==> config.mk <==
export PLATFORM = sky130hd
export DESIGN_NAME = fixed_block_pool_allocator
export DESIGN_NICKNAME = d
export VERILOG_FILES = /design/src/hw/rtl/fbpa_pkg.sv /design/src/hw/rtl/fbpa_ram.sv /design/src/hw/rtl/fbpa_ctrl.sv /design/src/hw/rtl/fbpa_dp.sv /design/src/hw/rtl/fixed_block_pool_allocator.sv
export SDC_FILE = /design/constraint.sdc
export NUM_CORES = 2
export LEC_CHECK = 0
export ABC_AREA = 1
export BUFFER_PORTS_ARGS = -buffer_cell sky130_fd_sc_hd__buf_2
export CAP_MARGIN = 20
export CORE_ASPECT_RATIO = 0.8
export CORE_MARGIN = 2
export CORE_UTILIZATION = 49
export CTS_CLUSTER_DIAMETER = 50
export DETAILED_ROUTE_END_ITERATION = 12
export SLEW_MARGIN = 20
export SYNTH_ARGS = -nofsm -noshare
export SYNTH_HDL_FRONTEND = slang
export SYNTH_SLANG_ARGS = --single-unit
==> constraint.sdc <==
create_clock -name clk -period 19.1 [get_ports clk]
set_clock_uncertainty 0.15 [all_clocks]
set_input_delay 1.91 -clock clk [delete_from_list [all_inputs] [get_ports clk]]
set_output_delay 1.91 -clock clk [all_outputs]
set_load 0.05 [all_outputs]
==> src/hw/rtl/fbpa_pkg.sv <==
// ----------------------------------------------------------------------------
// fbpa_pkg
// Types, codes and sizes shared by the block pool allocator modules.
// ----------------------------------------------------------------------------
package fbpa_pkg;

  localparam int MAX_BLOCKS     = 256;
  localparam int MAX_WAITERS    = 255;
  localparam int MIN_BLOCK_SIZE = 8;

  localparam int IDX_W  = $clog2(MAX_BLOCKS);
  localparam int CNT_W  = IDX_W + 1;
  localparam int WAIT_W = 8;
  localparam int SIZE_W = 16;
  localparam int ADDR_W = 32;
  localparam int PROD_W = IDX_W + SIZE_W;

  localparam logic [CNT_W-1:0]  FREE_MAX = CNT_W'(MAX_BLOCKS);
  localparam logic [WAIT_W-1:0] WAIT_MAX = WAIT_W'(MAX_WAITERS);
  localparam logic [SIZE_W-1:0] SIZE_MIN = SIZE_W'(MIN_BLOCK_SIZE);

  typedef enum logic [1:0] {
    REG_BASE_ADDRESS = 2'd0,
    REG_BLOCK_SIZE   = 2'd1,
    REG_BLOCK_COUNT  = 2'd2
  } reg_idx_t;

  typedef enum logic [2:0] {
    MODE_INIT       = 3'd0,
    MODE_ALLOC      = 3'd1,
    MODE_ALLOC_WAIT = 3'd2,
    MODE_FREE       = 3'd3,
    MODE_DESTROY    = 3'd4,
    MODE_INFO       = 3'd5
  } mode_t;

  typedef enum logic [2:0] {
    ST_OK      = 3'd0,
    ST_UNAVAIL = 3'd1,
    ST_QUEUED  = 3'd2,
    ST_HANDED  = 3'd3,
    ST_REJECT  = 3'd4,
    ST_FULL    = 3'd5
  } status_t;

  typedef enum logic [1:0] {
    CS_IDLE,
    CS_EXEC,
    CS_INIT,
    CS_DONE
  } ctrl_state_t;

  typedef struct packed {
    logic accept;
    logic exec;
    logic init_step;
    logic load_out;
  } ctrl_cmd_t;

  typedef struct packed {
    logic init_go;
    logic init_last;
    logic out_busy;
  } dp_status_t;

  // status sits in the lowest bits
  typedef struct packed {
    logic [SIZE_W-1:0] size_of_block;
    logic [CNT_W-1:0]  total_blocks;
    logic [WAIT_W-1:0] removed_waiters;
    logic [WAIT_W-1:0] waiting_count;
    logic [CNT_W-1:0]  free_blocks;
    logic [ADDR_W-1:0] granted_address;
    logic [IDX_W-1:0]  granted_index;
    status_t           status;
  } result_t;

  localparam int RES_W   = $bits(result_t);
  localparam int TDATA_W = ((RES_W + 7) / 8) * 8;

endpackage

==> src/hw/rtl/fbpa_ram.sv <==
// ----------------------------------------------------------------------------
// fbpa_ram
// Generic single-write, single-read RAM with registered read data.
// ----------------------------------------------------------------------------
module fbpa_ram #(
  parameter int WIDTH = 8,
  parameter int DEPTH = 256
) (
  input  logic                     clk,
  input  logic                     wr_en,
  input  logic [$clog2(DEPTH)-1:0] wr_addr,
  input  logic [WIDTH-1:0]         wr_data,
  input  logic                     rd_en,
  input  logic [$clog2(DEPTH)-1:0] rd_addr,
  output logic [WIDTH-1:0]         rd_data
);

  logic [WIDTH-1:0] mem [DEPTH];

  always_ff @(posedge clk) begin
    if (wr_en) begin
      mem[wr_addr] <= wr_data;
    end
    if (rd_en) begin
      rd_data <= mem[rd_addr];
    end
  end

endmodule

==> src/hw/rtl/fbpa_ctrl.sv <==
// ----------------------------------------------------------------------------
// fbpa_ctrl
// Request sequencer: accept, execute, init fill walk, result hand-off.
// ----------------------------------------------------------------------------
module fbpa_ctrl
  import fbpa_pkg::*;
(
  input  logic       clk,
  input  logic       rst,
  input  logic       s_tvalid,
  output logic       s_tready,
  input  dp_status_t sts,
  output ctrl_cmd_t  cmd
);

  ctrl_state_t state, state_next;

  always_ff @(posedge clk) begin
    if (rst) begin
      state <= CS_IDLE;
    end else begin
      state <= state_next;
    end
  end

  always_comb begin
    state_next = state;
    cmd        = '0;
    s_tready   = 1'b0;
    unique case (state)
      CS_IDLE: begin
        s_tready = 1'b1;
        if (s_tvalid) begin
          cmd.accept = 1'b1;
          state_next = CS_EXEC;
        end
      end
      CS_EXEC: begin
        cmd.exec   = 1'b1;
        state_next = sts.init_go ? CS_INIT : CS_DONE;
      end
      CS_INIT: begin
        cmd.init_step = 1'b1;
        if (sts.init_last) begin
          state_next = CS_DONE;
        end
      end
      CS_DONE: begin
        if (!sts.out_busy) begin
          cmd.load_out = 1'b1;
          state_next   = CS_IDLE;
        end
      end
      default: state_next = CS_IDLE;
    endcase
  end

endmodule

==> src/hw/rtl/fbpa_dp.sv <==
// ----------------------------------------------------------------------------
// fbpa_dp
// Pool datapath: config and pool registers, free ring pointers and counts,
// address multiply-add, output register.
// ----------------------------------------------------------------------------
module fbpa_dp
  import fbpa_pkg::*;
(
  input  logic              clk,
  input  logic              rst,
  input  logic              cfg_we,
  input  logic [1:0]        cfg_index,
  input  logic [ADDR_W-1:0] cfg_data,
  input  logic [2:0]        in_mode,
  input  logic [IDX_W-1:0]  in_index,
  input  ctrl_cmd_t         cmd,
  output dp_status_t        sts,
  output logic              m_tvalid,
  input  logic              m_tready,
  output result_t           m_data
);

  logic [ADDR_W-1:0] base_address;
  logic [SIZE_W-1:0] cfg_size;
  logic [CNT_W-1:0]  cfg_count;

  logic [ADDR_W-1:0] pool_base;
  logic [SIZE_W-1:0] pool_size;
  logic [CNT_W-1:0]  pool_count;
  logic [IDX_W-1:0]  head_ptr;
  logic [IDX_W-1:0]  tail_ptr;
  logic [CNT_W-1:0]  free_total;
  logic [WAIT_W-1:0] waiter_total;
  logic [CNT_W-1:0]  init_cnt;

  mode_t             req_mode;
  logic [IDX_W-1:0]  req_idx;
  status_t           res_status;
  logic              res_grant;
  logic [IDX_W-1:0]  res_gidx;
  logic [WAIT_W-1:0] res_removed;
  logic [CNT_W-1:0]  res_tot;
  logic [SIZE_W-1:0] res_sz;
  logic [PROD_W-1:0] product;

  status_t           res_status_next;
  logic              res_grant_next;
  logic [IDX_W-1:0]  res_gidx_next;
  logic [WAIT_W-1:0] res_removed_next;
  logic [CNT_W-1:0]  res_tot_next;
  logic [SIZE_W-1:0] res_sz_next;

  logic              size_ok;
  logic [CNT_W-1:0]  n_clip;
  logic [IDX_W-1:0]  ring_rd;
  logic              ring_we;
  logic [IDX_W-1:0]  ring_waddr;
  logic [IDX_W-1:0]  ring_wdata;
  logic              free_push;
  logic [IDX_W-1:0]  exec_gidx;

  assign size_ok = (cfg_size >= SIZE_MIN);
  assign n_clip  = (cfg_count > FREE_MAX) ? FREE_MAX : cfg_count;

  assign free_push = cmd.exec && (req_mode == MODE_FREE) && (waiter_total == '0)
                     && (free_total != FREE_MAX);

  assign ring_we    = cmd.init_step || free_push;
  assign ring_waddr = cmd.init_step ? init_cnt[IDX_W-1:0] : tail_ptr;
  assign ring_wdata = cmd.init_step ? init_cnt[IDX_W-1:0] : req_idx;
  assign exec_gidx  = (req_mode == MODE_FREE) ? req_idx : ring_rd;

  assign sts.init_go   = (req_mode == MODE_INIT) && size_ok && (n_clip != '0);
  assign sts.init_last = (CNT_W'(init_cnt + 1'b1) == pool_count);
  assign sts.out_busy  = m_tvalid && !m_tready;

  fbpa_ram #(
    .WIDTH (IDX_W),
    .DEPTH (MAX_BLOCKS)
  ) u_ring (
    .clk     (clk),
    .wr_en   (ring_we),
    .wr_addr (ring_waddr),
    .wr_data (ring_wdata),
    .rd_en   (cmd.accept),
    .rd_addr (head_ptr),
    .rd_data (ring_rd)
  );

  // control state
  always_ff @(posedge clk) begin
    if (rst) begin
      base_address <= '0;
      cfg_size     <= SIZE_W'(64);
      cfg_count    <= '0;
      pool_base    <= '0;
      pool_size    <= SIZE_W'(64);
      pool_count   <= '0;
      head_ptr     <= '0;
      tail_ptr     <= '0;
      free_total   <= '0;
      waiter_total <= '0;
      init_cnt     <= '0;
      m_tvalid     <= 1'b0;
    end else begin
      if (cfg_we) begin
        unique case (cfg_index)
          REG_BASE_ADDRESS: base_address <= cfg_data;
          REG_BLOCK_SIZE:   cfg_size     <= cfg_data[SIZE_W-1:0];
          REG_BLOCK_COUNT:  cfg_count    <= cfg_data[CNT_W-1:0];
          default: ;
        endcase
      end

      if (cmd.exec) begin
        case (req_mode) inside
          MODE_INIT: begin
            if (size_ok) begin
              pool_base    <= base_address;
              pool_size    <= cfg_size;
              pool_count   <= n_clip;
              head_ptr     <= '0;
              tail_ptr     <= n_clip[IDX_W-1:0];
              free_total   <= n_clip;
              waiter_total <= '0;
              init_cnt     <= '0;
            end
          end
          MODE_ALLOC, MODE_ALLOC_WAIT: begin
            if (free_total != '0) begin
              head_ptr   <= head_ptr + 1'b1;
              free_total <= free_total - 1'b1;
            end else if (req_mode == MODE_ALLOC_WAIT && waiter_total != WAIT_MAX) begin
              waiter_total <= waiter_total + 1'b1;
            end
          end
          MODE_FREE: begin
            if (waiter_total != '0) begin
              waiter_total <= waiter_total - 1'b1;
            end else if (free_push) begin
              tail_ptr   <= tail_ptr + 1'b1;
              free_total <= free_total + 1'b1;
            end
          end
          MODE_DESTROY: waiter_total <= '0;
          default: ;
        endcase
      end

      if (cmd.init_step) begin
        init_cnt <= init_cnt + 1'b1;
      end

      if (cmd.load_out) begin
        m_tvalid <= 1'b1;
      end else if (m_tready) begin
        m_tvalid <= 1'b0;
      end
    end
  end

  // reply fields for the request in execution
  always_comb begin
    res_status_next  = ST_OK;
    res_grant_next   = 1'b0;
    res_gidx_next    = '0;
    res_removed_next = '0;
    res_tot_next     = '0;
    res_sz_next      = '0;
    case (req_mode) inside
      MODE_INIT: begin
        if (!size_ok) begin
          res_status_next = ST_REJECT;
        end
      end
      MODE_ALLOC, MODE_ALLOC_WAIT: begin
        if (free_total != '0) begin
          res_grant_next = 1'b1;
          res_gidx_next  = ring_rd;
        end else if (req_mode == MODE_ALLOC_WAIT && waiter_total != WAIT_MAX) begin
          res_status_next = ST_QUEUED;
        end else begin
          res_status_next = ST_UNAVAIL;
        end
      end
      MODE_FREE: begin
        if (waiter_total != '0) begin
          res_status_next = ST_HANDED;
          res_grant_next  = 1'b1;
          res_gidx_next   = req_idx;
        end else if (free_total == FREE_MAX) begin
          res_status_next = ST_FULL;
        end
      end
      MODE_DESTROY: res_removed_next = waiter_total;
      MODE_INFO: begin
        res_tot_next = pool_count;
        res_sz_next  = pool_size;
      end
      default: res_status_next = ST_UNAVAIL;
    endcase
  end

  // payload
  always_ff @(posedge clk) begin
    if (cmd.accept) begin
      req_mode <= mode_t'(in_mode);
      req_idx  <= in_index;
    end

    if (cmd.exec) begin
      product     <= PROD_W'(exec_gidx) * PROD_W'(pool_size);
      res_status  <= res_status_next;
      res_grant   <= res_grant_next;
      res_gidx    <= res_gidx_next;
      res_removed <= res_removed_next;
      res_tot     <= res_tot_next;
      res_sz      <= res_sz_next;
    end

    if (cmd.load_out) begin
      m_data.status          <= res_status;
      m_data.granted_index   <= res_gidx;
      m_data.granted_address <= res_grant ? pool_base + ADDR_W'(product) : '0;
      m_data.free_blocks     <= free_total;
      m_data.waiting_count   <= waiter_total;
      m_data.removed_waiters <= res_removed;
      m_data.total_blocks    <= res_tot;
      m_data.size_of_block   <= res_sz;
    end
  end

endmodule

==> src/hw/rtl/fixed_block_pool_allocator.sv <==
// ----------------------------------------------------------------------------
// fixed_block_pool_allocator
// Pool of equal-size blocks with a FIFO ring of free block indices.
//
//   channel  dir  handshake          payload
//   s_*      in   tvalid/tready      tdata: mode[2:0], block_index[10:3]
//   m_*      out  tvalid/tready      tdata: result fields, see m_tdata
//   cfg_*    in   cfg_we             cfg_index, cfg_data
//
// A request runs through accept with ring read, ring update and index
// multiply, then address add into the output register.
// Init adds a fill walk with one ring write per block (one write port).
// rst is synchronous; ring contents are undefined until init writes them.
// A finished result waits in the output register; the next request is
// accepted meanwhile and holds in its last step until the register frees.
// ----------------------------------------------------------------------------
module fixed_block_pool_allocator
  import fbpa_pkg::*;
(
  input  logic               clk,
  input  logic               rst,
  input  logic               cfg_we,
  input  logic [1:0]         cfg_index,
  input  logic [ADDR_W-1:0]  cfg_data,
  input  logic               s_tvalid,
  output logic               s_tready,
  // mode[2:0], block_index[10:3], zero pad
  input  logic [15:0]        s_tdata,
  output logic               m_tvalid,
  input  logic               m_tready,
  // status[2:0], granted_index[10:3], granted_address[42:11],
  // free_blocks[51:43], waiting_count[59:52], removed_waiters[67:60],
  // total_blocks[76:68], size_of_block[92:77], zero pad
  output logic [TDATA_W-1:0] m_tdata
);

  ctrl_cmd_t  cmd;
  dp_status_t sts;
  result_t    res;

  fbpa_ctrl u_ctrl (
    .clk      (clk),
    .rst      (rst),
    .s_tvalid (s_tvalid),
    .s_tready (s_tready),
    .sts      (sts),
    .cmd      (cmd)
  );

  fbpa_dp u_dp (
    .clk       (clk),
    .rst       (rst),
    .cfg_we    (cfg_we),
    .cfg_index (cfg_index),
    .cfg_data  (cfg_data),
    .in_mode   (s_tdata[2:0]),
    .in_index  (s_tdata[10:3]),
    .cmd       (cmd),
    .sts       (sts),
    .m_tvalid  (m_tvalid),
    .m_tready  (m_tready),
    .m_data    (res)
  );

  assign m_tdata = TDATA_W'(res);

  a_one_in_flight: assert property (@(posedge clk) disable iff (rst)
    (s_tvalid && s_tready) |=> !s_tready)
    else $error("request accepted while another is in flight");

  a_no_overwrite: assert property (@(posedge clk) disable iff (rst)
    cmd.load_out |-> !(m_tvalid && !m_tready))
    else $error("output register overwritten while stalled");

  a_free_bound: assert property (@(posedge clk) disable iff (rst)
    m_tvalid |-> (res.free_blocks <= FREE_MAX))
    else $error("free count beyond pool capacity");

  a_single_cmd: assert property (@(posedge clk) disable iff (rst)
    $onehot0({cmd.accept, cmd.exec, cmd.init_step, cmd.load_out}))
    else $error("sequencer issued overlapping commands");

endmodule

==> metrics.cfg <==
[setup_path]
r2r_start=u_dp.req_mode[2]$_DFFE_PP_
crit_fanout=18
path_buf_inv=4
critPathKind=register to register
setup.worst_path.end_class=register
crit_end=u_dp.product[13]$_DFFE_PN_
r2r_slack_ns=13.08
startpoint_type=register
critPathTopFamily=adder cells
r2r-end=u_dp.product[13]$_DFFE_PN_
critical_path_required_ns=19.54
r2r.worst_path.cells=18
crit_top_cell=fa_1
startpoint=u_dp.req_mode[2]$_DFFE_PP_
cp_cell_sequence=inv_2, nand3_2, o21ai_0, buf_4, nor2_1, fa_1, fa_1, inv_1, fa_1, fa_1, inv_1, ha_1, nand2_1, o21ai_0, a21oi_1, o21ai_0, a31oi_1, xnor2_1
cpPeakStageDelay_ns=0.56
cp.arrival_ns=6.45
cp_slowest_cell=o21ai_0
cp.depth=18

[floorplan]
die_h_um=412
start_util_pct=49.4
row_count=149
core_area_mm2=0.207
die_area_mm2=0.212
fp.dieW_um=515
num_io_pins=153

[route]
drc_errors=0
drtIter0Drc=8248
via_per_inst=5.68
dr_total_vias=69000
wl_per_cell_um=23.0
wirelength_um=279000
first_pass_iters=7
antenna_left=0

[yosys]
yosysTopAreaCell=edfxtp_1
syn_avg_cell_area_um2=11.0
async_flop_share_pct=0
synth_edf_count=2229
synth_top_area_share_pct=65.5
synthTopCellsByArea=edfxtp_1, nor2_1, o21ai_0, nand2_1, dfxtp_1
synthCells=9256
ys.flop_type=edfxtp_1
ys_ff_latch=2388
yosysSeqAreaShare_pct=68.6
synth.distinct_cells=44
mappedNetlistArea_mm2=0.102
yosysWarningCount=0

[outcome]
status=finished, final reports clean

[place]
placement.io_buffers=144
place_congestion=0.888
place_ws_ns=13.13
dp_hpwl_um=163000

[cts]
cts_tree=done
postCtsSetupRepairBufs=0
hold_buffers=0
h-tree-depth=4
cts_buffers=230
clk_latency_ns=0.87
cts.sink_count=2388
clock_path_buffers=3
cts-root-buf=clkbuf_16
post_cts_resized=0
clk_pin_slew_ns=0.06

[global_routing]
grt_start_max_net_pins=197
grt-ovfl-total=0
grt_usage_pct=25.7
grt_pass1_vias=63900
grt_pass1_wl_um=412000
antenna_found_initial=10

[layout]
drive_gt1_share_pct=6.98
fillers=17600
syn_to_final_growth_pct=10.1
nNetsFinal=9445

[power_and_ir_drop]
leakagePower_nw=39.8
vdd_drop_max_uv=126
p_per_area_mw_per_mm2=117

[sta]
period_needed_ns=6.02
tns_ns=0
setup-violations-final=0
max_slew.worst_pin.slew_ns=1.24
hold_viol=0
drv_slew=0
fmax_mhz=166
rsz0062_at_grt=false
finalWorstSetupSlack_ns=13.08
post-route-period-util_pct=31.5
slew_headroom_pct=17.2

[run]
cap_violations=0

[worst_hold_path]
hold_path.class=register to register

## flip-flops by register name, indices dropped and copies added (netlist names), 9 cells and up
name and flops:
u_dp.res_sz 16, u_dp.pool_count 9, u_dp.init_cnt 9, u_dp.free_total 9
u_dp.base_address 32, u_dp.cfg_count 9, u_dp.cfg_size 16, u_dp.pool_size 16
u_dp.product 24, u_dp.res_tot 9, u_dp.pool_base 32, u_dp.m_data 93
u_dp.u_ring.mem 2048
## through the flow
step	utilization (%)	cell area, µm²	hold slack (ns)	power (W)	cells
detailed placement	50.8	105000	0.255	0.00871	11700
CTS	54.4	112000	0.269	0.0132	12100
global placement	50.8	105000	0.255	0.00868	11700
global route	54.4	112000	0.276	0.0136	12100
finish	54.4	113000	0.269	0.0132	12100
floorplan	-	102000	0.250	0.00822	9258
## logic make-up after synthesis
group | count (synthesis) | share of synthesized area, %
AOI/OAI and AO/OA | 1701 | 8.86
other | 1 | 0.00367
xor gates and xnor gates | 33 | 0.283
adders and majority gates | 171 | 2.73
and+or+nand+nor | 4023 | 15.6
buffers and inverters | 939 | 3.92
DFF | 2388 | 68.6
## cell usage after synthesis, types with 2 or more instances
library cell,n
nor2_1,2232
edfxtp_1,2229
nand2_1,1188
o21ai_0,1070
nand3_1,517
inv_1,383
a21oi_1,252
clkbuf_1,230
buf_2,219
dfxtp_1,159
o211ai_1,141
o21ai_1,128
fa_1,86
ha_1,85
o22ai_1,65
buf_1,35
buf_4,30
xor2_1,26
clkinv_1,24
nor3_1,22
or2_2,15
nand2_2,14
nand4_1,14
buf_6,12
o21bai_1,12
a21o_1,9
a31oi_1,9
nor4_1,8
xnor2_1,7
inv_2,6
a211oi_1,4
and2_1,3
and3_1,3
o21a_1,3
o31ai_1,3
a21boi_0,2
a22oi_1,2
nor2_2,2
nor3b_1,2
## cells in the final DEF (no fill, tap or decap), types with 141 or more instances in the layout
cell type,instances
nand3_1,517
nor2_1,2231
dfxtp_1,155
buf_2,144
edfxtp_1,2229
nand2_1,1182
inv_1,379
a21oi_1,250
o21ai_0,1061
clkbuf_16,233
o211ai_1,141
## cell type report
| type | count | area [µm²] | share of cell area (%) |
|---|---|---|---|
| diodes | 5 | 12.5 | 0.0111 |
| clock buffers | 275 | 6030 | 5.36 |
| clock inverters | 161 | 1490 | 1.32 |
| inverters | 413 | 1570 | 1.40 |
| multi-input cells | 5931 | 28200 | 25.1 |
| flip-flops and latches | 2388 | 70100 | 62.3 |
| well taps | 2718 | 3400 | 3.02 |
| repair buffers | 255 | 1630 | 1.45 |
## layer usage
metal / share of wire (%) / GRT usage, % / vias to the layer above
met5: 0.0039 / 0 / -
met2: 44 / 38.0 / 2806
met4: 2.6 / 7.31 / 2
met1: 45 / 38.5 / 33800
li1: - / - / 32000
met3: 8.9 / 5.32 / 413
## worst min-delay path by stage
stage                                 startpoint  cells past startpoint  slack, ns                   endpoint
2_1_floorplan   u_dp.res_status[0]$_SDFFCE_PP0N_                      0       0.25   u_dp.m_data[0]$_DFFE_PP_
3_3_place_gp       u_dp.res_sz[10]$_SDFFCE_PP0N_                      0       0.26  u_dp.m_data[87]$_DFFE_PP_
3_5_place_dp   u_dp.res_removed[1]$_SDFFCE_PP0N_                      0       0.25  u_dp.m_data[61]$_DFFE_PP_
4_1_cts            u_dp.res_tot[8]$_SDFFCE_PP0N_                      0       0.27  u_dp.m_data[76]$_DFFE_PP_
5_1_grt         u_dp.res_status[0]$_SDFFCE_PP0N_                      0       0.28   u_dp.m_data[0]$_DFFE_PP_
6_report       u_dp.res_removed[1]$_SDFFCE_PP0N_                      0       0.27  u_dp.m_data[61]$_DFFE_PP_
## power by group
group          switching [W]  internal [W]
sequential         0.0000831       0.00637
clock                0.00202       0.00254
combinational        0.00172      0.000445
Note: power is estimated with default switching activity, not from simulation.
